File: src/sv/cartridge_bank_mapper_irq_core_defines.svh
// Assertion macros used by the cartridge bank mapper core.
`ifndef CARTRIDGE_BANK_MAPPER_IRQ_CORE_DEFINES_SVH
`define CARTRIDGE_BANK_MAPPER_IRQ_CORE_DEFINES_SVH

`ifndef SYNTHESIS
// Property that must hold at every rising edge outside reset.
`define CBM_ASSERT(lbl, prop, msg) \
    lbl: assert property (@(posedge clk) disable iff (!rst_n) (prop)) else $error(msg);
// Condition that must never be true outside reset.
`define CBM_NEVER(lbl, cond, msg) \
    lbl: assert property (@(posedge clk) disable iff (!rst_n) !(cond)) else $error(msg);
`else
`define CBM_ASSERT(lbl, prop, msg)
`define CBM_NEVER(lbl, cond, msg)
`endif

`endif

File: src/sv/cbm_pkg.sv
// Types and constants of the cartridge bank mapper.
`timescale 1ns / 1ps

package cbm_pkg;

    typedef enum logic [1:0] {
        REQ_WRITE = 2'd0,
        REQ_LINE  = 2'd1,
        REQ_CYCLE = 2'd2
    } req_kind_t;

    localparam logic [3:0] PAGE_PRG_LO = 4'h8;
    localparam logic [3:0] PAGE_PRG_HI = 4'hA;
    localparam logic [3:0] PAGE_CHR_LO = 4'hB;
    localparam logic [3:0] PAGE_CHR_HI = 4'hE;
    localparam logic [3:0] PAGE_IRQ    = 4'hF;

    // Register select on address bits 3:2 within the IRQ page.
    localparam logic [1:0] IRQ_SEL_LATCH_LO = 2'd0;
    localparam logic [1:0] IRQ_SEL_LATCH_HI = 2'd1;
    localparam logic [1:0] IRQ_SEL_MODE     = 2'd2;
    localparam logic [1:0] IRQ_SEL_ACK      = 2'd3;

    localparam logic [8:0] PRESCALE_PERIOD = 9'h072;
    localparam logic [8:0] PRESCALE_MAX    = 9'h1FF;
    localparam logic [8:0] PRESCALE_LIMIT  = PRESCALE_MAX - PRESCALE_PERIOD;
    localparam logic [7:0] COUNT_TOP       = 8'hFF;
    localparam logic [1:0] MODE_BOTH       = 2'b11;
    localparam logic [1:0] MODE_OFF        = 2'b00;
    localparam int unsigned CHR_BANKS      = 8;

    typedef struct packed {
        logic [1:0]  req_type;
        logic [15:0] bus_addr;
        logic [7:0]  bus_data;
        logic [7:0]  cycle_count;
    } req_t;

    typedef struct packed {
        logic [7:0] prg_bank_lo;
        logic [7:0] prg_bank_hi;
        logic [7:0] chr_bank_0;
        logic [7:0] chr_bank_1;
        logic [7:0] chr_bank_2;
        logic [7:0] chr_bank_3;
        logic [7:0] chr_bank_4;
        logic [7:0] chr_bank_5;
        logic [7:0] chr_bank_6;
        logic [7:0] chr_bank_7;
        logic       irq_line;
    } res_t;

endpackage

File: src/sv/cbm_if.sv
// Valid/ready channel interfaces for mapper requests and results.
`timescale 1ns / 1ps

interface cbm_req_if
    import cbm_pkg::*;
();
    logic valid;
    logic ready;
    req_t payload;

    modport source (output valid, output payload, input ready);
    modport sink   (input valid, input payload, output ready);
endinterface

interface cbm_res_if
    import cbm_pkg::*;
();
    logic valid;
    logic ready;
    res_t payload;

    modport source (output valid, output payload, input ready);
    modport sink   (input valid, input payload, output ready);
endinterface

File: src/sv/cartridge_bank_mapper_irq_core.sv
// Cartridge bank mapper with scanline and CPU-cycle IRQ counter.
//
// Channel req carries one word per request: a CPU register write, a scanline
// tick or a CPU-cycle tick. Channel res returns one word per request with the
// two switchable 8K program banks, the eight 1K character banks and the
// pending interrupt, all as they stand after that request.
// A request is captured in an input register, then decoded and applied to
// the mapper state once the result register can take it, which also loads
// the result register. The result is offered from that register, and one
// request is taken every cycle while the receiver keeps up.
// When the receiver stalls, the result register holds its word and the input
// register takes one further request; req.ready drops after that.
// Reset clears both pipeline registers and returns the mapper to program
// banks 0 and 1, character bank n in slot n, and the counter stopped with no
// interrupt pending. No request is lost across a stall.
`timescale 1ns / 1ps
`include "cartridge_bank_mapper_irq_core_defines.svh"

module cartridge_bank_mapper_irq_core
    import cbm_pkg::*;
(
    input  logic      clk,
    input  logic      rst_n,
    cbm_req_if.sink   req,
    cbm_res_if.source res
);

    logic       s1_valid_reg;
    req_t       s1_req_reg;
    logic       out_valid_reg;
    res_t       out_reg;
    logic       s1_fire;

    logic [7:0] prg_lo_reg, prg_lo_next;
    logic [7:0] prg_hi_reg, prg_hi_next;
    logic [7:0] chr_reg [CHR_BANKS];
    logic [7:0] chr_next [CHR_BANKS];
    logic [7:0] reload_reg, reload_next;
    logic [1:0] mode_reg, mode_next;
    logic [7:0] count_reg, count_next;
    logic [8:0] prescale_reg, prescale_next;
    logic       flag_reg, flag_next;

    logic [3:0] page;
    logic [1:0] sel;
    logic [3:0] nib;
    logic [3:0] chr_off;
    logic [2:0] chr_idx;
    logic [9:0] sum_wide;
    logic [8:0] sum_sat;
    logic       clock_cnt;
    res_t       res_next;

    // The input register advances when the result register is free or drains.
    assign s1_fire   = s1_valid_reg && (!out_valid_reg || res.ready);
    assign req.ready = !s1_valid_reg || s1_fire;

    assign page     = s1_req_reg.bus_addr[15:12];
    assign sel      = s1_req_reg.bus_addr[3:2];
    assign nib      = s1_req_reg.bus_data[3:0];
    assign chr_off  = page - PAGE_CHR_LO;
    assign chr_idx  = {chr_off[1:0], s1_req_reg.bus_addr[3]};
    assign sum_wide = {1'b0, prescale_reg} + {2'b00, s1_req_reg.cycle_count};
    assign sum_sat  = sum_wide[9] ? PRESCALE_MAX : sum_wide[8:0];

    always_comb
    begin
        prg_lo_next   = prg_lo_reg;
        prg_hi_next   = prg_hi_reg;
        chr_next      = chr_reg;
        reload_next   = reload_reg;
        mode_next     = mode_reg;
        count_next    = count_reg;
        prescale_next = prescale_reg;
        flag_next     = flag_reg;
        clock_cnt     = 1'b0;

        if (s1_fire)
        begin
            case (s1_req_reg.req_type)
                REQ_WRITE:
                begin
                    if (page == PAGE_PRG_LO)
                    begin
                        prg_lo_next = s1_req_reg.bus_data;
                    end
                    else if (page == PAGE_PRG_HI)
                    begin
                        prg_hi_next = s1_req_reg.bus_data;
                    end
                    else if (page inside {[PAGE_CHR_LO:PAGE_CHR_HI]})
                    begin
                        if (s1_req_reg.bus_addr[2])
                        begin
                            chr_next[chr_idx] = {nib, chr_reg[chr_idx][3:0]};
                        end
                        else
                        begin
                            chr_next[chr_idx] = {chr_reg[chr_idx][7:4], nib};
                        end
                    end
                    else if (page == PAGE_IRQ)
                    begin
                        flag_next = 1'b0;
                        case (sel)
                            IRQ_SEL_LATCH_LO: reload_next = {reload_reg[7:4], nib};
                            IRQ_SEL_LATCH_HI: reload_next = {nib, reload_reg[3:0]};
                            IRQ_SEL_MODE:
                            begin
                                mode_next = s1_req_reg.bus_data[1:0];
                                if (s1_req_reg.bus_data[1])
                                begin
                                    count_next    = reload_reg;
                                    prescale_next = '0;
                                end
                            end
                            IRQ_SEL_ACK: mode_next = mode_reg[0] ? MODE_BOTH : MODE_OFF;
                            default:
                            begin
                            end
                        endcase
                    end
                end
                REQ_LINE:
                begin
                    clock_cnt = mode_reg[1];
                end
                REQ_CYCLE:
                begin
                    if (mode_reg[1])
                    begin
                        if (sum_sat >= PRESCALE_PERIOD)
                        begin
                            prescale_next = sum_sat - PRESCALE_PERIOD;
                            clock_cnt     = 1'b1;
                        end
                        else
                        begin
                            prescale_next = sum_sat;
                        end
                    end
                end
                default:
                begin
                end
            endcase

            // Ticks and writes never coincide, so the counter step comes last.
            if (clock_cnt)
            begin
                if (count_reg == COUNT_TOP)
                begin
                    flag_next  = 1'b1;
                    count_next = reload_reg;
                    mode_next  = mode_reg[0] ? MODE_BOTH : MODE_OFF;
                end
                else
                begin
                    count_next = count_reg + 8'd1;
                end
            end
        end
    end

    always_comb
    begin
        res_next.prg_bank_lo = prg_lo_next;
        res_next.prg_bank_hi = prg_hi_next;
        res_next.chr_bank_0  = chr_next[0];
        res_next.chr_bank_1  = chr_next[1];
        res_next.chr_bank_2  = chr_next[2];
        res_next.chr_bank_3  = chr_next[3];
        res_next.chr_bank_4  = chr_next[4];
        res_next.chr_bank_5  = chr_next[5];
        res_next.chr_bank_6  = chr_next[6];
        res_next.chr_bank_7  = chr_next[7];
        res_next.irq_line    = flag_next;
    end

    always_ff @(posedge clk or negedge rst_n)
    begin
        if (!rst_n)
        begin
            s1_valid_reg  <= 1'b0;
            out_valid_reg <= 1'b0;
            prg_lo_reg    <= 8'd0;
            prg_hi_reg    <= 8'd1;
            for (int i = 0; i < CHR_BANKS; i++)
            begin
                chr_reg[i] <= 8'(i);
            end
            reload_reg    <= '0;
            mode_reg      <= '0;
            count_reg     <= '0;
            prescale_reg  <= '0;
            flag_reg      <= 1'b0;
        end
        else
        begin
            if (req.ready)
            begin
                s1_valid_reg <= req.valid;
            end
            if (s1_fire)
            begin
                out_valid_reg <= 1'b1;
            end
            else if (res.ready)
            begin
                out_valid_reg <= 1'b0;
            end
            prg_lo_reg   <= prg_lo_next;
            prg_hi_reg   <= prg_hi_next;
            chr_reg      <= chr_next;
            reload_reg   <= reload_next;
            mode_reg     <= mode_next;
            count_reg    <= count_next;
            prescale_reg <= prescale_next;
            flag_reg     <= flag_next;
        end
    end

    always_ff @(posedge clk)
    begin
        if (req.ready && req.valid)
        begin
            s1_req_reg <= req.payload;
        end
        if (s1_fire)
        begin
            out_reg <= res_next;
        end
    end

    assign res.valid   = out_valid_reg;
    assign res.payload = out_reg;

    // A raised interrupt always comes from a tick that reloaded the counter.
    `CBM_ASSERT(a_irq_from_tick, $rose(flag_reg) |-> $past(s1_fire) && $past(s1_req_reg.req_type) != REQ_WRITE, "interrupt raised without a tick")
    `CBM_ASSERT(a_irq_reload, $rose(flag_reg) |-> count_reg == reload_reg, "counter not reloaded on overflow")
    `CBM_NEVER(a_prescale_range, prescale_reg > PRESCALE_LIMIT, "prescaler left its range")
    `CBM_ASSERT(a_state_hold, !$past(s1_fire) |-> $stable(count_reg) && $stable(prg_lo_reg) && $stable(flag_reg), "state changed with no word processed")
    `CBM_ASSERT(a_result_load, s1_fire |=> out_valid_reg && out_reg.irq_line == flag_reg, "result register out of step with state")

endmodule

File: src/flat_wrapper.sv
// flat-port wrapper written by rule: the top's interface ports become plain ports
module cartridge_bank_mapper_irq_core_flat import cbm_pkg::*;
  (clk, rst_n, req_valid, req_payload, req_ready, res_valid, res_payload, res_ready);
  cbm_req_if req_i ();
  cbm_res_if res_i ();
  input  logic clk;
  input  logic rst_n;
  input wire logic [$bits(req_i.valid)-1:0] req_valid;
  input wire logic [$bits(req_i.payload)-1:0] req_payload;
  output wire logic [$bits(req_i.ready)-1:0] req_ready;
  output wire logic [$bits(res_i.valid)-1:0] res_valid;
  output wire logic [$bits(res_i.payload)-1:0] res_payload;
  input wire logic [$bits(res_i.ready)-1:0] res_ready;
  assign req_i.valid = req_valid;
  assign req_i.payload = req_payload;
  assign req_ready = req_i.ready;
  assign res_valid = res_i.valid;
  assign res_payload = res_i.payload;
  assign res_i.ready = res_ready;
  cartridge_bank_mapper_irq_core u_core (.clk(clk), .rst_n(rst_n), .req(req_i), .res(res_i));
endmodule
File: config.mk
export PLATFORM = sky130hd
export DESIGN_NAME = cartridge_bank_mapper_irq_core_flat
export DESIGN_NICKNAME = d
export VERILOG_FILES = /design/src/sv/cbm_pkg.sv /design/src/sv/cbm_if.sv /design/src/sv/cartridge_bank_mapper_irq_core.sv /design/src/flat_wrapper.sv
export VERILOG_INCLUDE_DIRS = /design/src /design/src/sv
export SDC_FILE = /design/constraint.sdc
export NUM_CORES = 1
export LEC_CHECK = 0
export ABC_AREA = 1
export BUFFER_PORTS_ARGS = -buffer_cell sky130_fd_sc_hd__buf_2
export CAP_MARGIN = 20
export CELL_PAD_IN_SITES_DETAIL_PLACEMENT = 1
export CELL_PAD_IN_SITES_GLOBAL_PLACEMENT = 1
export CORE_MARGIN = 3
export CORE_UTILIZATION = 45
export DETAILED_ROUTE_END_ITERATION = 7
export GPL_TIMING_DRIVEN = 0
export PLACE_DENSITY_LB_ADDON = 0.15
export SYNTH_ARGS = -nofsm -noshare
export SYNTH_HDL_FRONTEND = slang
export SYNTH_SLANG_ARGS = --single-unit
File: constraint.sdc
create_clock -name clk -period 3.3 [get_ports clk]
set_input_delay 0.33 -clock clk [delete_from_list [all_inputs] [get_ports clk]]
set_output_delay 0.33 -clock clk [all_outputs]
set_load 0.005 [all_outputs]
==> impl_metrics.prom, run 1 <==
# TYPE chip_impl_metric gauge
chip_impl_info{name="run_status",value="completed"} 1
chip_impl_metric{name="final.period_utilization",unit="%"} 93.6
chip_impl_metric{name="drt_pass1_iterations",unit=""} 5
chip_impl_info{name="start_kind",value="register"} 1
chip_impl_metric{name="dp_hpwl",unit="um"} 17900
chip_impl_info{name="synth.top_cells.by_area",value="sky130_fd_sc_hd__edfxtp_1, sky130_fd_sc_hd__dfrtp_1, sky130_fd_sc_hd__nand2_1"} 1
chip_impl_info{name="most_common_library_cells_after_synthesis",value="sky130_fd_sc_hd__nand2_1, sky130_fd_sc_hd__nor2_1, sky130_fd_sc_hd__edfxtp_1"} 1
chip_impl_metric{name="worst_clock_skew",unit="ps"} 23.7
chip_impl_metric{name="port_bufs",unit=""} 110
chip_impl_metric{name="cts_buffer_depth",unit=""} 3
chip_impl_metric{name="postSynthNetCount",unit=""} 950
chip_impl_info{name="critical_path.endpoint_type",value="register"} 1
chip_impl_info{name="critical-path-top-cell-by-count",value="sky130_fd_sc_hd__inv_1"} 1
chip_impl_info{name="crit_path_cell_trace",value="buf_12 -> clkinvlp_4 -> ha_1 -> inv_1 -> a21oi_1 -> a31oi_1 -> inv_1 -> nand3_1 -> inv_1 -> nand2_1 -> clkinvlp_4 -> nor2_1 -> a21oi_1"} 1
chip_impl_metric{name="final_antenna_net_count",unit=""} 0
chip_impl_metric{name="detail_route.vias_per_cell",unit=""} 5.39
chip_impl_metric{name="cts.reportedPaths.clkPinSlew",unit="ps"} 70
chip_impl_metric{name="postRouteWirelength",unit="um"} 26700
chip_impl_metric{name="final_max_tran_viols",unit=""} 0
chip_impl_metric{name="initialDrtViolationCount",unit=""} 456
chip_impl_info{name="post-synth-top-count-cell",value="sky130_fd_sc_hd__nand2_1"} 1
chip_impl_info{name="criticalPathCategory",value="register to register"} 1
chip_impl_info{name="synth_top_cell_by_area",value="sky130_fd_sc_hd__edfxtp_1"} 1
chip_impl_metric{name="static-leakage-power",unit="nW"} 5.15
chip_impl_metric{name="postSynth.asyncResetShare",unit="%"} 51.2
chip_impl_metric{name="final_layout_size_suffix_gt1_share",unit="%"} 20.9
chip_impl_metric{name="htree_levels",unit=""} 1
chip_impl_metric{name="postLayoutSetupSlackWorst",unit="ps"} 211
chip_impl_metric{name="transition_time_at_the_pin_with_the_least_slew_margin",unit="ps"} 643
chip_impl_metric{name="max-cap-violations",unit=""} 0
chip_impl_metric{name="num_io_pins",unit=""} 121
chip_impl_metric{name="die_width",unit="um"} 150
chip_impl_metric{name="required_worst_endpoint",unit="ps"} 3560
chip_impl_metric{name="grt_pass1_vias",unit=""} 7735
chip_impl_metric{name="area_delta_synth_final",unit="%"} 23.2
chip_impl_metric{name="ys_seq_elements",unit=""} 215
chip_impl_info{name="cp_top_family",value="buffers and inverters"} 1
chip_impl_metric{name="synth.lib_cells_used.distinct",unit=""} 42
chip_impl_metric{name="core.rowCount",unit=""} 51
chip_impl_metric{name="sequential_cell_area_in_the_final_layout",unit="mm^2"} 0.00592
chip_impl_metric{name="avgRoutedWirePerCell",unit="um"} 19.9
chip_impl_info{name="cts_tree",value="done"} 1
chip_impl_metric{name="fill_cells",unit=""} 2196
chip_impl_metric{name="place_ws",unit="ps"} -418
chip_impl_metric{name="finalWeightedCongestion",unit=""} 0.835
chip_impl_info{name="standard_cell_with_the_maximum_stage_delay_on_the_critical_path",value="sky130_fd_sc_hd__edfxtp_1"} 1
chip_impl_metric{name="power.density_cell_area",unit="mW/mm^2"} 722
chip_impl_metric{name="finished_layout_cells",unit=""} 1343
chip_impl_metric{name="antenna_violations_before_repair",unit=""} 0
chip_impl_metric{name="ys_seq_area_share",unit="%"} 63.8
chip_impl_metric{name="die_area",unit="mm^2"} 0.0224
chip_impl_metric{name="setup_viol_count_final",unit=""} 0
chip_impl_info{name="cts_root_buf",value="sky130_fd_sc_hd__clkbuf_16"} 1
chip_impl_info{name="postSynth.topFlopCell",value="sky130_fd_sc_hd__edfxtp_1"} 1
chip_impl_metric{name="synth_enable_flop_cells",unit=""} 105
chip_impl_metric{name="first_pass_grt_wire_length",unit="um"} 42600
chip_impl_metric{name="synthesis_warning_total",unit=""} 0
chip_impl_metric{name="finalHoldViolCount",unit=""} 0
chip_impl_metric{name="max-slew-margin-rel",unit="%"} 56.8
chip_impl_metric{name="antenna_cells_inserted",unit=""} 0
chip_impl_metric{name="clock_buffers_created_by_tritoncts",unit=""} 24
chip_impl_metric{name="post_synthesis_cell_area",unit="mm^2"} 0.00928
chip_impl_metric{name="dp_cells",unit=""} 1272
chip_impl_metric{name="design.core.area",unit="mm^2"} 0.0198
chip_impl_metric{name="grt_max_degree",unit=""} 69
chip_impl_metric{name="multiInputGateArea",unit="mm^2"} 0.00300
chip_impl_metric{name="gate_count_after_technology_mapping",unit=""} 894
chip_impl_metric{name="synth_top_cell_area_share",unit="%"} 34.0
chip_impl_metric{name="die_height",unit="um"} 150
chip_impl_metric{name="synth.avg_cell_area",unit="um^2"} 10.4
chip_impl_metric{name="period_minus_slack",unit="ps"} 3090
chip_impl_metric{name="drc",unit=""} 0
chip_impl_metric{name="max_clk_rate",unit="MHz"} 324
chip_impl_metric{name="initial_core_util",unit="%"} 46.8
chip_impl_metric{name="nets",unit=""} 1116
chip_impl_metric{name="gr-usage-all-layers",unit="%"} 24.3
chip_impl_metric{name="largest_register_ffs",unit=""} 81
chip_impl_metric{name="path_buf_inv",unit=""} 6
chip_impl_metric{name="worst-endpoint-arrival",unit="ps"} 3350
chip_impl_metric{name="slowest_delay",unit="ps"} 380
chip_impl_metric{name="globalRoute.totalOverflow",unit=""} 0
chip_impl_metric{name="clock_insertion_delay_worst_skew",unit="ps"} 530
chip_impl_metric{name="whs",unit="ps"} 28.8
chip_impl_metric{name="cp_max_fo",unit=""} 9
chip_impl_metric{name="ir_drop",unit="mV"} 0.502
chip_impl_metric{name="numClockSinks",unit=""} 215
chip_impl_metric{name="detailroute.via_count",unit=""} 7239
chip_impl_info{name="min_path_type",value="input port to register"} 1
[cells by family (layout without fill, tap and decap cells)]
kind of cell / Yosys count / after routing / share of synthesized area, %
and+or+nand+nor: 356 / 356 / 17.3
buffers and inverters: 105 / 289 / 4.33
xor gates and xnor gates: 13 / 13 / 1.23
AOI/OAI and AO/OA: 187 / 187 / 10.9
adders and majority gates: 18 / 18 / 2.51
DFF: 215 / 215 / 63.8
[where the power goes]
group	switching (W)	internal [W]	total, W
clock network	0.00114	0.00176	0.00290
registers	0.000199	0.00331	0.00351
logic	0.00121	0.000641	0.00185
[stage by stage]
| step | TNS [ps] | cell area (um^2) | util [%] | power (W) |
|---|---|---|---|---|
| floorplan | 0 | 9280 | - | 0.00470 |
| CTS | 0 | 11300 | 57.2 | 0.00828 |
| global route | -42.0 | 11400 | 57.6 | 0.00871 |
| finish | 0 | 11400 | 57.6 | 0.00826 |
| detailed placement | -28800 | 10200 | 51.6 | 0.00530 |
| global placement | -69650 | 10200 | 51.2 | 0.00523 |
[worst register-to-register path: stages, from the launching register on]
cell and delay [ps]:
sky130_fd_sc_hd__edfxtp_1 380, sky130_fd_sc_hd__buf_12 140, sky130_fd_sc_hd__clkinvlp_4 90, sky130_fd_sc_hd__ha_1 220
sky130_fd_sc_hd__inv_1 170, sky130_fd_sc_hd__a21oi_1 120, sky130_fd_sc_hd__a31oi_1 250, sky130_fd_sc_hd__inv_1 110
sky130_fd_sc_hd__nand3_1 220, sky130_fd_sc_hd__inv_1 180, sky130_fd_sc_hd__nand2_1 300, sky130_fd_sc_hd__clkinvlp_4 310
sky130_fd_sc_hd__nor2_1 230, sky130_fd_sc_hd__a21oi_1 100
[area by class of cell]
cell class	count	share of cell area (%)
clock inverter	19	2.22
clock buffer	25	5.37
inverter	80	2.71
sequential	215	51.8
multi-input combinational	574	26.2
buffer	24	0.908
timing repair buffer	141	7.91
tap	265	2.90
[cells in the final DEF (no fill, tap or decap), types with 4 or more instances in the layout]
cell type | synthesis | routed
sky130_fd_sc_hd__buf_2 | 0 | 110
sky130_fd_sc_hd__clkbuf_1 | 21 | 15
sky130_fd_sc_hd__dlygate4sd3_1 | 0 | 23
sky130_fd_sc_hd__bufinv_16 | 0 | 5
sky130_fd_sc_hd__nand3_1 | 47 | 47
sky130_fd_sc_hd__ha_1 | 17 | 14
sky130_fd_sc_hd__nor2_1 | 124 | 123
sky130_fd_sc_hd__clkbuf_16 | 0 | 24
sky130_fd_sc_hd__nand2_4 | 5 | 7
sky130_fd_sc_hd__o21ai_0 | 69 | 68
sky130_fd_sc_hd__inv_1 | 73 | 70
sky130_fd_sc_hd__nand2_2 | 11 | 9
sky130_fd_sc_hd__o221ai_1 | 4 | 4
sky130_fd_sc_hd__dfrtp_1 | 97 | 97
sky130_fd_sc_hd__nand2_1 | 141 | 141
sky130_fd_sc_hd__dfstp_2 | 13 | 13
sky130_fd_sc_hd__xor2_1 | 10 | 10
sky130_fd_sc_hd__o22ai_1 | 5 | 5
sky130_fd_sc_hd__o21ai_1 | 4 | 4
sky130_fd_sc_hd__clkinv_1 | 3 | 4
sky130_fd_sc_hd__clkbuf_2 | 0 | 5
sky130_fd_sc_hd__inv_2 | 4 | 5
sky130_fd_sc_hd__o211ai_1 | 13 | 13
sky130_fd_sc_hd__edfxtp_1 | 105 | 105
sky130_fd_sc_hd__nand4_1 | 7 | 7
sky130_fd_sc_hd__a21oi_1 | 86 | 86
sky130_fd_sc_hd__clkinvlp_4 | 0 | 8
[layer usage]
layer  routed length, um  vias up  part of all wire (%)  GRT usage [%]
met2               12600      198                    47           39.2
met4                 571        0                   2.1           5.95
met5                   0        -                     0              0
met1               12200     3635                    46           35.0
met3                1380       37                   5.2           3.66
li1                    -     3369                     -              -
[timing repair]
item | in CTS | in global routing
resized for setup | 9 | 9
buffers inserted | 2 | 2
hold buffers | 22 | 1
endpoints found under the setup margin | 134 | 97
hold endpoints to repair | 51 | 1
pin swaps | 0 | 0
[final timing paths]
path	cells after the start	to	start	slack, ps
worst max-delay path	13	u_core.res.payload[64]$_DFFE_PP_	u_core.page[0]$_DFFE_PP_	210
worst min-delay path	1	u_core.chr_idx[0]$_DFFE_PP_	req_payload[19]	30
worst max register to register	13	u_core.res.payload[64]$_DFFE_PP_	u_core.page[0]$_DFFE_PP_	210
worst min register to register	2	u_core.prescale_reg[0]$_DFFE_PN0P_	u_core.prescale_reg[0]$_DFFE_PN0P_	510
max in group asynchronous	3	u_core.prg_hi_reg[0]$_DFF_PN1_	rst_n	2270
min in group asynchronous	2	u_core.chr_reg[57]$_DFF_PN0_	rst_n	300
Note: power is estimated with default switching activity, not from simulation.
==> run 2, diff against run 1 <==
--- a/config.mk
+++ b/config.mk
@@ -7,15 +7,16 @@
 export NUM_CORES = 1
 export LEC_CHECK = 0
 export ABC_AREA = 1
-export BUFFER_PORTS_ARGS = -buffer_cell sky130_fd_sc_hd__buf_2
 export CAP_MARGIN = 20
 export CELL_PAD_IN_SITES_DETAIL_PLACEMENT = 1
 export CELL_PAD_IN_SITES_GLOBAL_PLACEMENT = 1
 export CORE_MARGIN = 3
-export CORE_UTILIZATION = 45
+export CORE_UTILIZATION = 28
 export DETAILED_ROUTE_END_ITERATION = 7
+export DONT_BUFFER_PORTS = 1
 export GPL_TIMING_DRIVEN = 0
 export PLACE_DENSITY_LB_ADDON = 0.15
+export RECOVER_POWER = 100
 export SYNTH_ARGS = -nofsm -noshare
 export SYNTH_HDL_FRONTEND = slang
 export SYNTH_SLANG_ARGS = --single-unit
==> run 2 against run 1 <==
  * The run now ends with capacitance limit, slew limit left
  * Combinational power fell by 12%
  * Worst setup slack better by 72 ps
  * Clock power shrank 2%
  * Clock-buffer cell count increased by 5
  * Via count fell by 10%
  * Sequential share of layout area increased by 1.9 points
  * Clock skew fell by 16 ps
  * Routed wire length decreased by 1.1%
  * Register-to-register slack gained 70 ps
  * Largest cell class unchanged
  * Largest power group unchanged
==> impl_metrics.prom, run 2 (synthesis gave the netlist of run 1 again) <==
# TYPE chip_impl_metric gauge
chip_impl_metric{name="core.rowCount",unit=""} 66
chip_impl_metric{name="initial_core_util",unit="%"} 28.5
chip_impl_info{name="critical_path.endpoint_type",value="register"} 1
chip_impl_metric{name="die_area",unit="mm^2"} 0.0354
chip_impl_metric{name="numClockSinks",unit=""} 215
chip_impl_metric{name="power.density_cell_area",unit="mW/mm^2"} 724
chip_impl_metric{name="htree_levels",unit=""} 1
chip_impl_info{name="violated_checks",value="capacitance limit, slew limit"} 1
chip_impl_metric{name="nets",unit=""} 1009
chip_impl_metric{name="drc",unit=""} 0
chip_impl_metric{name="clock_insertion_delay_worst_skew",unit="ps"} 530
chip_impl_metric{name="gr-usage-all-layers",unit="%"} 14.9
chip_impl_metric{name="die_height",unit="um"} 188
chip_impl_info{name="setup_repair_after_global_routing_missed_its_margin",value="yes"} 1
chip_impl_metric{name="slowest_delay",unit="ps"} 580
chip_impl_metric{name="worst-endpoint-arrival",unit="ps"} 3260
chip_impl_metric{name="grt_pass1_vias",unit=""} 6939
chip_impl_metric{name="initialDrtViolationCount",unit=""} 288
chip_impl_metric{name="final_antenna_net_count",unit=""} 0
chip_impl_metric{name="static-leakage-power",unit="nW"} 4.70
chip_impl_metric{name="required_worst_endpoint",unit="ps"} 3550
chip_impl_info{name="start_kind",value="register"} 1
chip_impl_metric{name="path_buf_inv",unit=""} 5
chip_impl_metric{name="final_max_tran_viols",unit=""} 177
chip_impl_metric{name="transition_time_at_the_pin_with_the_least_slew_margin",unit="ps"} 1670
chip_impl_metric{name="postRouteWirelength",unit="um"} 26500
chip_impl_metric{name="area_delta_synth_final",unit="%"} 19.0
chip_impl_metric{name="final_layout_size_suffix_gt1_share",unit="%"} 11.3
chip_impl_metric{name="clock_buffers_created_by_tritoncts",unit=""} 25
chip_impl_metric{name="largest_register_ffs",unit=""} 81
chip_impl_metric{name="final_design_area_no_fill",unit="mm^2"} 0.0110
chip_impl_metric{name="finalWeightedCongestion",unit=""} 0.762
chip_impl_metric{name="design.core.area",unit="mm^2"} 0.0326
chip_impl_metric{name="max-slew-margin-rel",unit="%"} -11.5
chip_impl_metric{name="fill_cells",unit=""} 3655
chip_impl_metric{name="multiInputGateArea",unit="mm^2"} 0.00299
chip_impl_metric{name="grt_max_degree",unit=""} 111
chip_impl_metric{name="antenna_violations_before_repair",unit=""} 1
chip_impl_info{name="standard_cell_with_the_maximum_stage_delay_on_the_critical_path",value="sky130_fd_sc_hd__buf_1"} 1
chip_impl_metric{name="worst_clock_skew",unit="ps"} 7.55
chip_impl_metric{name="placed_cell_area",unit="mm^2"} 0.00990
chip_impl_metric{name="ir_drop",unit="mV"} 0.374
chip_impl_metric{name="setup_viol_count_final",unit=""} 0
chip_impl_metric{name="dp_hpwl",unit="um"} 18400
chip_impl_metric{name="cts.reportedPaths.clkPinSlew",unit="ps"} 60
chip_impl_info{name="cp_top_family",value="buffers and inverters"} 1
chip_impl_metric{name="avgRoutedWirePerCell",unit="um"} 18.7
chip_impl_info{name="cts_tree",value="done"} 1
chip_impl_info{name="crit_path_cell_trace",value="clkbuf_1 -> inv_1 -> clkbuf_1 -> buf_1 -> a21oi_1 -> o21ai_0 -> o211ai_1 -> nand3_1 -> nand2_1 -> inv_1 -> a21oi_1"} 1
chip_impl_metric{name="detail_route.vias_per_cell",unit=""} 4.60
chip_impl_metric{name="final.period_utilization",unit="%"} 91.4
chip_impl_metric{name="max_clk_rate",unit="MHz"} 332
chip_impl_metric{name="period_minus_slack",unit="ps"} 3020
chip_impl_metric{name="max-cap-violations",unit=""} 2
chip_impl_metric{name="die_width",unit="um"} 188
chip_impl_metric{name="detailroute.via_count",unit=""} 6507
chip_impl_metric{name="drt_pass1_iterations",unit=""} 4
chip_impl_info{name="run_status",value="finished, violations left"} 1
chip_impl_info{name="criticalPathCategory",value="register to register"} 1
chip_impl_info{name="most_used_cells_in_the_layout_excluding_fill_and_tap_cells",value="sky130_fd_sc_hd__nand2_1, sky130_fd_sc_hd__nor2_1, sky130_fd_sc_hd__edfxtp_1"} 1
chip_impl_metric{name="first_pass_grt_wire_length",unit="um"} 41900
chip_impl_metric{name="globalRoute.totalOverflow",unit=""} 0
chip_impl_info{name="min_path_type",value="input port to register"} 1
chip_impl_info{name="most_frequent_standard_cell_in_the_layout_excluding_fill_and_tap_cells",value="sky130_fd_sc_hd__nand2_1"} 1
chip_impl_metric{name="whs",unit="ps"} 425
chip_impl_info{name="cts_root_buf",value="sky130_fd_sc_hd__clkbuf_16"} 1
chip_impl_metric{name="finalHoldViolCount",unit=""} 0
chip_impl_metric{name="port_bufs",unit=""} 0
chip_impl_metric{name="cts_buffer_depth",unit=""} 3
chip_impl_metric{name="num_io_pins",unit=""} 121
chip_impl_metric{name="cp_max_fo",unit=""} 10
chip_impl_metric{name="sequential_cell_area_in_the_final_layout",unit="mm^2"} 0.00592
## run 2: metrics by stage
step / total power [W] / worst slack (ps) / cells / setup TNS (ps) / util [%]
floorplan: 0.00470 / 341 / 894 / 0 / -
global placement: 0.00518 / -1120 / 1336 / -112810 / 30.1
detailed placement: 0.00519 / -634 / 1338 / -49910 / 30.3
CTS: 0.00816 / 101 / 1413 / 0 / 34.0
global route: 0.00851 / -64.6 / 1415 / -447 / 33.8
finish: 0.00799 / 284 / 1415 / 0 / 33.8
## run 2: path summary, 6_finish.rpt
kind | to | depth (start not counted) | slack [ps] | from
min in group asynchronous | u_core.chr_reg[14]$_DFF_PN0_ | 2 | 760 | rst_n
hold reg to reg | u_core.prg_hi_reg[3]$_DFF_PN0_ | 2 | 500 | u_core.prg_hi_reg[3]$_DFF_PN0_
setup / recovery | u_core.res.payload[51]$_DFFE_PP_ | 11 | 280 | u_core.chr_idx[0]$_DFFE_PP_
hold / removal | u_core.nib[2]$_DFFE_PP_ | 1 | 420 | req_payload[10]
setup reg to reg | u_core.res.payload[51]$_DFFE_PP_ | 11 | 280 | u_core.chr_idx[0]$_DFFE_PP_
max in group asynchronous | u_core.prg_hi_reg[7]$_DFF_PN0_ | 2 | 1460 | rst_n
## run 2: layer usage
layer	part of all wire [%]	up-vias	wire length, um	track usage, %
li1	-	3155	-	-
met5	0	-	0	0
met1	48	3218	12700	21.0
met2	45	111	12000	23.8
met4	1.1	0	301	2.63
met3	5.5	23	1450	3.70
## run 2: power by group
| group | internal (W) | switching (W) |
|---|---|---|
| Combinational | 0.000527 | 0.00109 |
| Sequential | 0.00332 | 0.000230 |
| Clock | 0.00169 | 0.00114 |
| Total | 0.00553 | 0.00246 |
## run 2: final cells by class
| cell class | instances | share of cell area (%) |
|---|---|---|
| plain buffers | 24 | 0.941 |
| clock inverters | 16 | 1.67 |
| flip-flops and latches | 215 | 53.6 |
| diodes | 1 | 0.0227 |
| inverters | 80 | 2.79 |
| well taps | 442 | 5.01 |
| repair buffers | 33 | 2.80 |
| clock buffers | 30 | 6.02 |
| multi-input cells | 574 | 27.1 |
## run 2: repair_timing
item	CTS	global route
hold buffers	28	0
gates resized for setup	10	8
buffers inserted	2	1
endpoints found under the hold margin	136	0
setup endpoints to repair	152	74
## run 2: worst reg2reg max path, stage by stage (launching register included)
cell and delay [ps]:
sky130_fd_sc_hd__edfxtp_1 360, sky130_fd_sc_hd__clkbuf_1 230, sky130_fd_sc_hd__inv_1 130, sky130_fd_sc_hd__clkbuf_1 380, sky130_fd_sc_hd__buf_1 580, sky130_fd_sc_hd__a21oi_1 130
sky130_fd_sc_hd__o21ai_0 140, sky130_fd_sc_hd__o211ai_1 140, sky130_fd_sc_hd__nand3_1 110, sky130_fd_sc_hd__nand2_1 110, sky130_fd_sc_hd__inv_1 270, sky130_fd_sc_hd__a21oi_1 170
==> run 3, diff against run 2 <==
--- a/config.mk
+++ b/config.mk
@@ -7,6 +7,7 @@
 export NUM_CORES = 1
 export LEC_CHECK = 0
 export ABC_AREA = 1
+export ABC_CLOCK_PERIOD_IN_PS = 3300
 export CAP_MARGIN = 20
 export CELL_PAD_IN_SITES_DETAIL_PLACEMENT = 1
 export CELL_PAD_IN_SITES_GLOBAL_PLACEMENT = 1
@@ -15,6 +16,7 @@
 export DETAILED_ROUTE_END_ITERATION = 7
 export DONT_BUFFER_PORTS = 1
 export GPL_TIMING_DRIVEN = 0
+export MAX_ROUTING_LAYER = met4
 export PLACE_DENSITY_LB_ADDON = 0.15
 export RECOVER_POWER = 100
 export SYNTH_ARGS = -nofsm -noshare
==> run 3 against run 2 <==
  * The flow still finishes with violations (capacitance limit, slew limit)
  * Fmax is essentially flat
  * Register-to-register slack about the same
  * Routed wire length is essentially flat
  * Global-route usage grew 0.47 points
  * Clock skew about the same
  * Sequential share of layout area is the same
  * Critical path depth stayed put
  * Worst setup slack improved by 0.66 ps
  * Die area stayed put
  * Critical endpoint is now u_core.res.payload[35]$_DFFE_PP_
  * Largest power group unchanged
==> impl_metrics.prom, run 3 (synthesis gave the netlist of run 1 again) <==
# TYPE chip_impl_metric gauge
chip_impl_metric{name="first_pass_grt_wire_length",unit="um"} 41800
chip_impl_metric{name="gr-usage-all-layers",unit="%"} 15.4
chip_impl_metric{name="design.core.area",unit="mm^2"} 0.0326
chip_impl_metric{name="initialDrtViolationCount",unit=""} 329
chip_impl_metric{name="cp_max_fo",unit=""} 10
chip_impl_metric{name="die_height",unit="um"} 188
chip_impl_metric{name="area_delta_synth_final",unit="%"} 19.0
chip_impl_metric{name="dp_hpwl",unit="um"} 18400
chip_impl_metric{name="globalRoute.totalOverflow",unit=""} 0
chip_impl_metric{name="max_clk_rate",unit="MHz"} 332
chip_impl_metric{name="postRouteWirelength",unit="um"} 26500
chip_impl_metric{name="nets",unit=""} 1009
chip_impl_metric{name="detail_route.vias_per_cell",unit=""} 4.61
chip_impl_metric{name="whs",unit="ps"} 424
chip_impl_metric{name="required_worst_endpoint",unit="ps"} 3550
chip_impl_metric{name="multiInputGateArea",unit="mm^2"} 0.00299
chip_impl_metric{name="die_area",unit="mm^2"} 0.0354
chip_impl_metric{name="cts_buffer_depth",unit=""} 3
chip_impl_metric{name="final.period_utilization",unit="%"} 91.4
chip_impl_metric{name="final_antenna_net_count",unit=""} 0
chip_impl_info{name="critical_path.endpoint_type",value="register"} 1
chip_impl_metric{name="fill_cells",unit=""} 3655
chip_impl_metric{name="detailroute.via_count",unit=""} 6525
chip_impl_metric{name="finished_layout_cells",unit=""} 1415
chip_impl_metric{name="ir_drop",unit="mV"} 0.374
chip_impl_info{name="cts_tree",value="done"} 1
chip_impl_metric{name="antenna_violations_before_repair",unit=""} 1
chip_impl_metric{name="final_design_area_no_fill",unit="mm^2"} 0.0110
chip_impl_metric{name="cts.reportedPaths.clkPinSlew",unit="ps"} 60
chip_impl_metric{name="clock_buffers_created_by_tritoncts",unit=""} 25
chip_impl_metric{name="finalWeightedCongestion",unit=""} 0.772
chip_impl_metric{name="max-slew-margin-rel",unit="%"} -10.2
chip_impl_info{name="run_status",value="finished, violations left"} 1
chip_impl_metric{name="power.density_cell_area",unit="mW/mm^2"} 724
chip_impl_metric{name="setup_viol_count_final",unit=""} 0
chip_impl_metric{name="clock_insertion_delay_worst_skew",unit="ps"} 530
chip_impl_metric{name="drc",unit=""} 0
chip_impl_info{name="cts_root_buf",value="sky130_fd_sc_hd__clkbuf_16"} 1
chip_impl_metric{name="final_util",unit="%"} 33.8
chip_impl_metric{name="grt_pass1_vias",unit=""} 6927
chip_impl_metric{name="initial_core_util",unit="%"} 28.5
chip_impl_info{name="criticalPathCategory",value="register to register"} 1
chip_impl_metric{name="htree_levels",unit=""} 1
chip_impl_metric{name="die_width",unit="um"} 188
chip_impl_metric{name="avgRoutedWirePerCell",unit="um"} 18.7
chip_impl_metric{name="final_layout_size_suffix_gt1_share",unit="%"} 11.3
chip_impl_metric{name="worst-endpoint-arrival",unit="ps"} 3260
chip_impl_metric{name="sequential_cell_area_in_the_final_layout",unit="mm^2"} 0.00592
chip_impl_metric{name="port_bufs",unit=""} 0
chip_impl_metric{name="transition_time_at_the_pin_with_the_least_slew_margin",unit="ps"} 1650
chip_impl_metric{name="drt_pass1_iterations",unit=""} 4
chip_impl_metric{name="dp_cells",unit=""} 1338
chip_impl_metric{name="finalHoldViolCount",unit=""} 0
chip_impl_metric{name="placed_cell_area",unit="mm^2"} 0.00990
chip_impl_metric{name="final_max_tran_viols",unit=""} 177
chip_impl_info{name="most_frequent_standard_cell_in_the_layout_excluding_fill_and_tap_cells",value="sky130_fd_sc_hd__nand2_1"} 1
chip_impl_info{name="violated_checks",value="capacitance limit, slew limit"} 1
chip_impl_metric{name="core.rowCount",unit=""} 66
chip_impl_metric{name="period_minus_slack",unit="ps"} 3020
chip_impl_info{name="setup_repair_after_global_routing_missed_its_margin",value="yes"} 1
chip_impl_metric{name="grt_max_degree",unit=""} 111
chip_impl_metric{name="largest_register_ffs",unit=""} 81
chip_impl_info{name="start_kind",value="register"} 1
chip_impl_metric{name="static-leakage-power",unit="nW"} 4.70
chip_impl_info{name="min_path_type",value="input port to register"} 1
chip_impl_metric{name="numClockSinks",unit=""} 215
chip_impl_info{name="most_used_cells_in_the_layout_excluding_fill_and_tap_cells",value="sky130_fd_sc_hd__nand2_1, sky130_fd_sc_hd__nor2_1, sky130_fd_sc_hd__edfxtp_1"} 1
chip_impl_metric{name="max-cap-violations",unit=""} 2
chip_impl_metric{name="num_io_pins",unit=""} 121
chip_impl_metric{name="worst_clock_skew",unit="ps"} 7.14
==> run 3: cell counts in the layout (fill, tap and decap cells not counted) <==
No cell type changed its count.
==> run 3: area by class of cell <==
class                   instances  share of cell area, %
diodes                          1                 0.0227
plain buffers                  24                  0.941
clock buffers                  30                   6.02
clock inverters                16                   1.67
inverters                      80                   2.79
multi-input cells             574                   27.1
flip-flops and latches        215                   53.6
well taps                     442                   5.01
repair buffers                 33                   2.80
==> run 3: path summary, 6_finish.rpt <==
| path | from | to | slack (ps) | cells after the start |
|---|---|---|---|---|
| max | u_core.chr_idx[0]$_DFFE_PP_ | u_core.res.payload[35]$_DFFE_PP_ | 280 | 11 |
| min | req_payload[10] | u_core.nib[2]$_DFFE_PP_ | 420 | 1 |
| max reg2reg | u_core.chr_idx[0]$_DFFE_PP_ | u_core.res.payload[35]$_DFFE_PP_ | 280 | 11 |
| min reg2reg | u_core.prg_hi_reg[3]$_DFF_PN0_ | u_core.prg_hi_reg[3]$_DFF_PN0_ | 500 | 2 |
| max in group asynchronous | rst_n | u_core.prescale_reg[2]$_DFFE_PN0P_ | 1480 | 2 |
| min in group asynchronous | rst_n | u_core.chr_reg[14]$_DFF_PN0_ | 790 | 2 |
==> run 3: repair_timing <==
action / in CTS / in global routing
hold buffers: 28 / 0
gates cloned: 0 / 0
resized for setup: 10 / 8
setup endpoints to repair: 152 / 76
endpoints found under the hold margin: 136 / 0
buffers inserted: 2 / 1
==> run 3: where the power goes <==
group	leakage, nW	internal, W	switching (W)
clock	0.414	0.00169	0.00114
combinational	1.85	0.000527	0.00109
sequential	2.43	0.00332	0.000231
total	4.70	0.00553	0.00246
==> run 3: through the flow <==
| step | power [W] | TNS [ps] | setup WS (ps) |
|---|---|---|---|
| floorplan | 0.00470 | 0 | 341 |
| global placement | 0.00518 | -112810 | -1120 |
| detailed placement | 0.00519 | -49910 | -634 |
| CTS | 0.00816 | 0 | 101 |
| global route | 0.00852 | -565 | -79.8 |
| finish | 0.00799 | 0 | 284 |
==> run 3: routing by layer <==
metal | vias up | global-route usage (%) | part of all wire, % | routed length [um]
met5 | - | - | 0 | 0
met4 | 0 | 2.63 | 1.2 | 308
met3 | 25 | 3.08 | 5.2 | 1370
met2 | 111 | 23.7 | 45 | 12000
met1 | 3229 | 21.5 | 48 | 12800
li1 | 3160 | - | - | -
==> run 3: critical path: stages (launching register included) <==
cell                       delay [ps]
sky130_fd_sc_hd__edfxtp_1         360
sky130_fd_sc_hd__clkbuf_1         220
sky130_fd_sc_hd__inv_1            130
sky130_fd_sc_hd__clkbuf_1         380
sky130_fd_sc_hd__buf_1            580
sky130_fd_sc_hd__a21oi_1          120
sky130_fd_sc_hd__o21ai_0          140
sky130_fd_sc_hd__o211ai_1         150
sky130_fd_sc_hd__nand3_1          110
sky130_fd_sc_hd__nand2_1          110
sky130_fd_sc_hd__inv_1            270
sky130_fd_sc_hd__a21oi_1          170
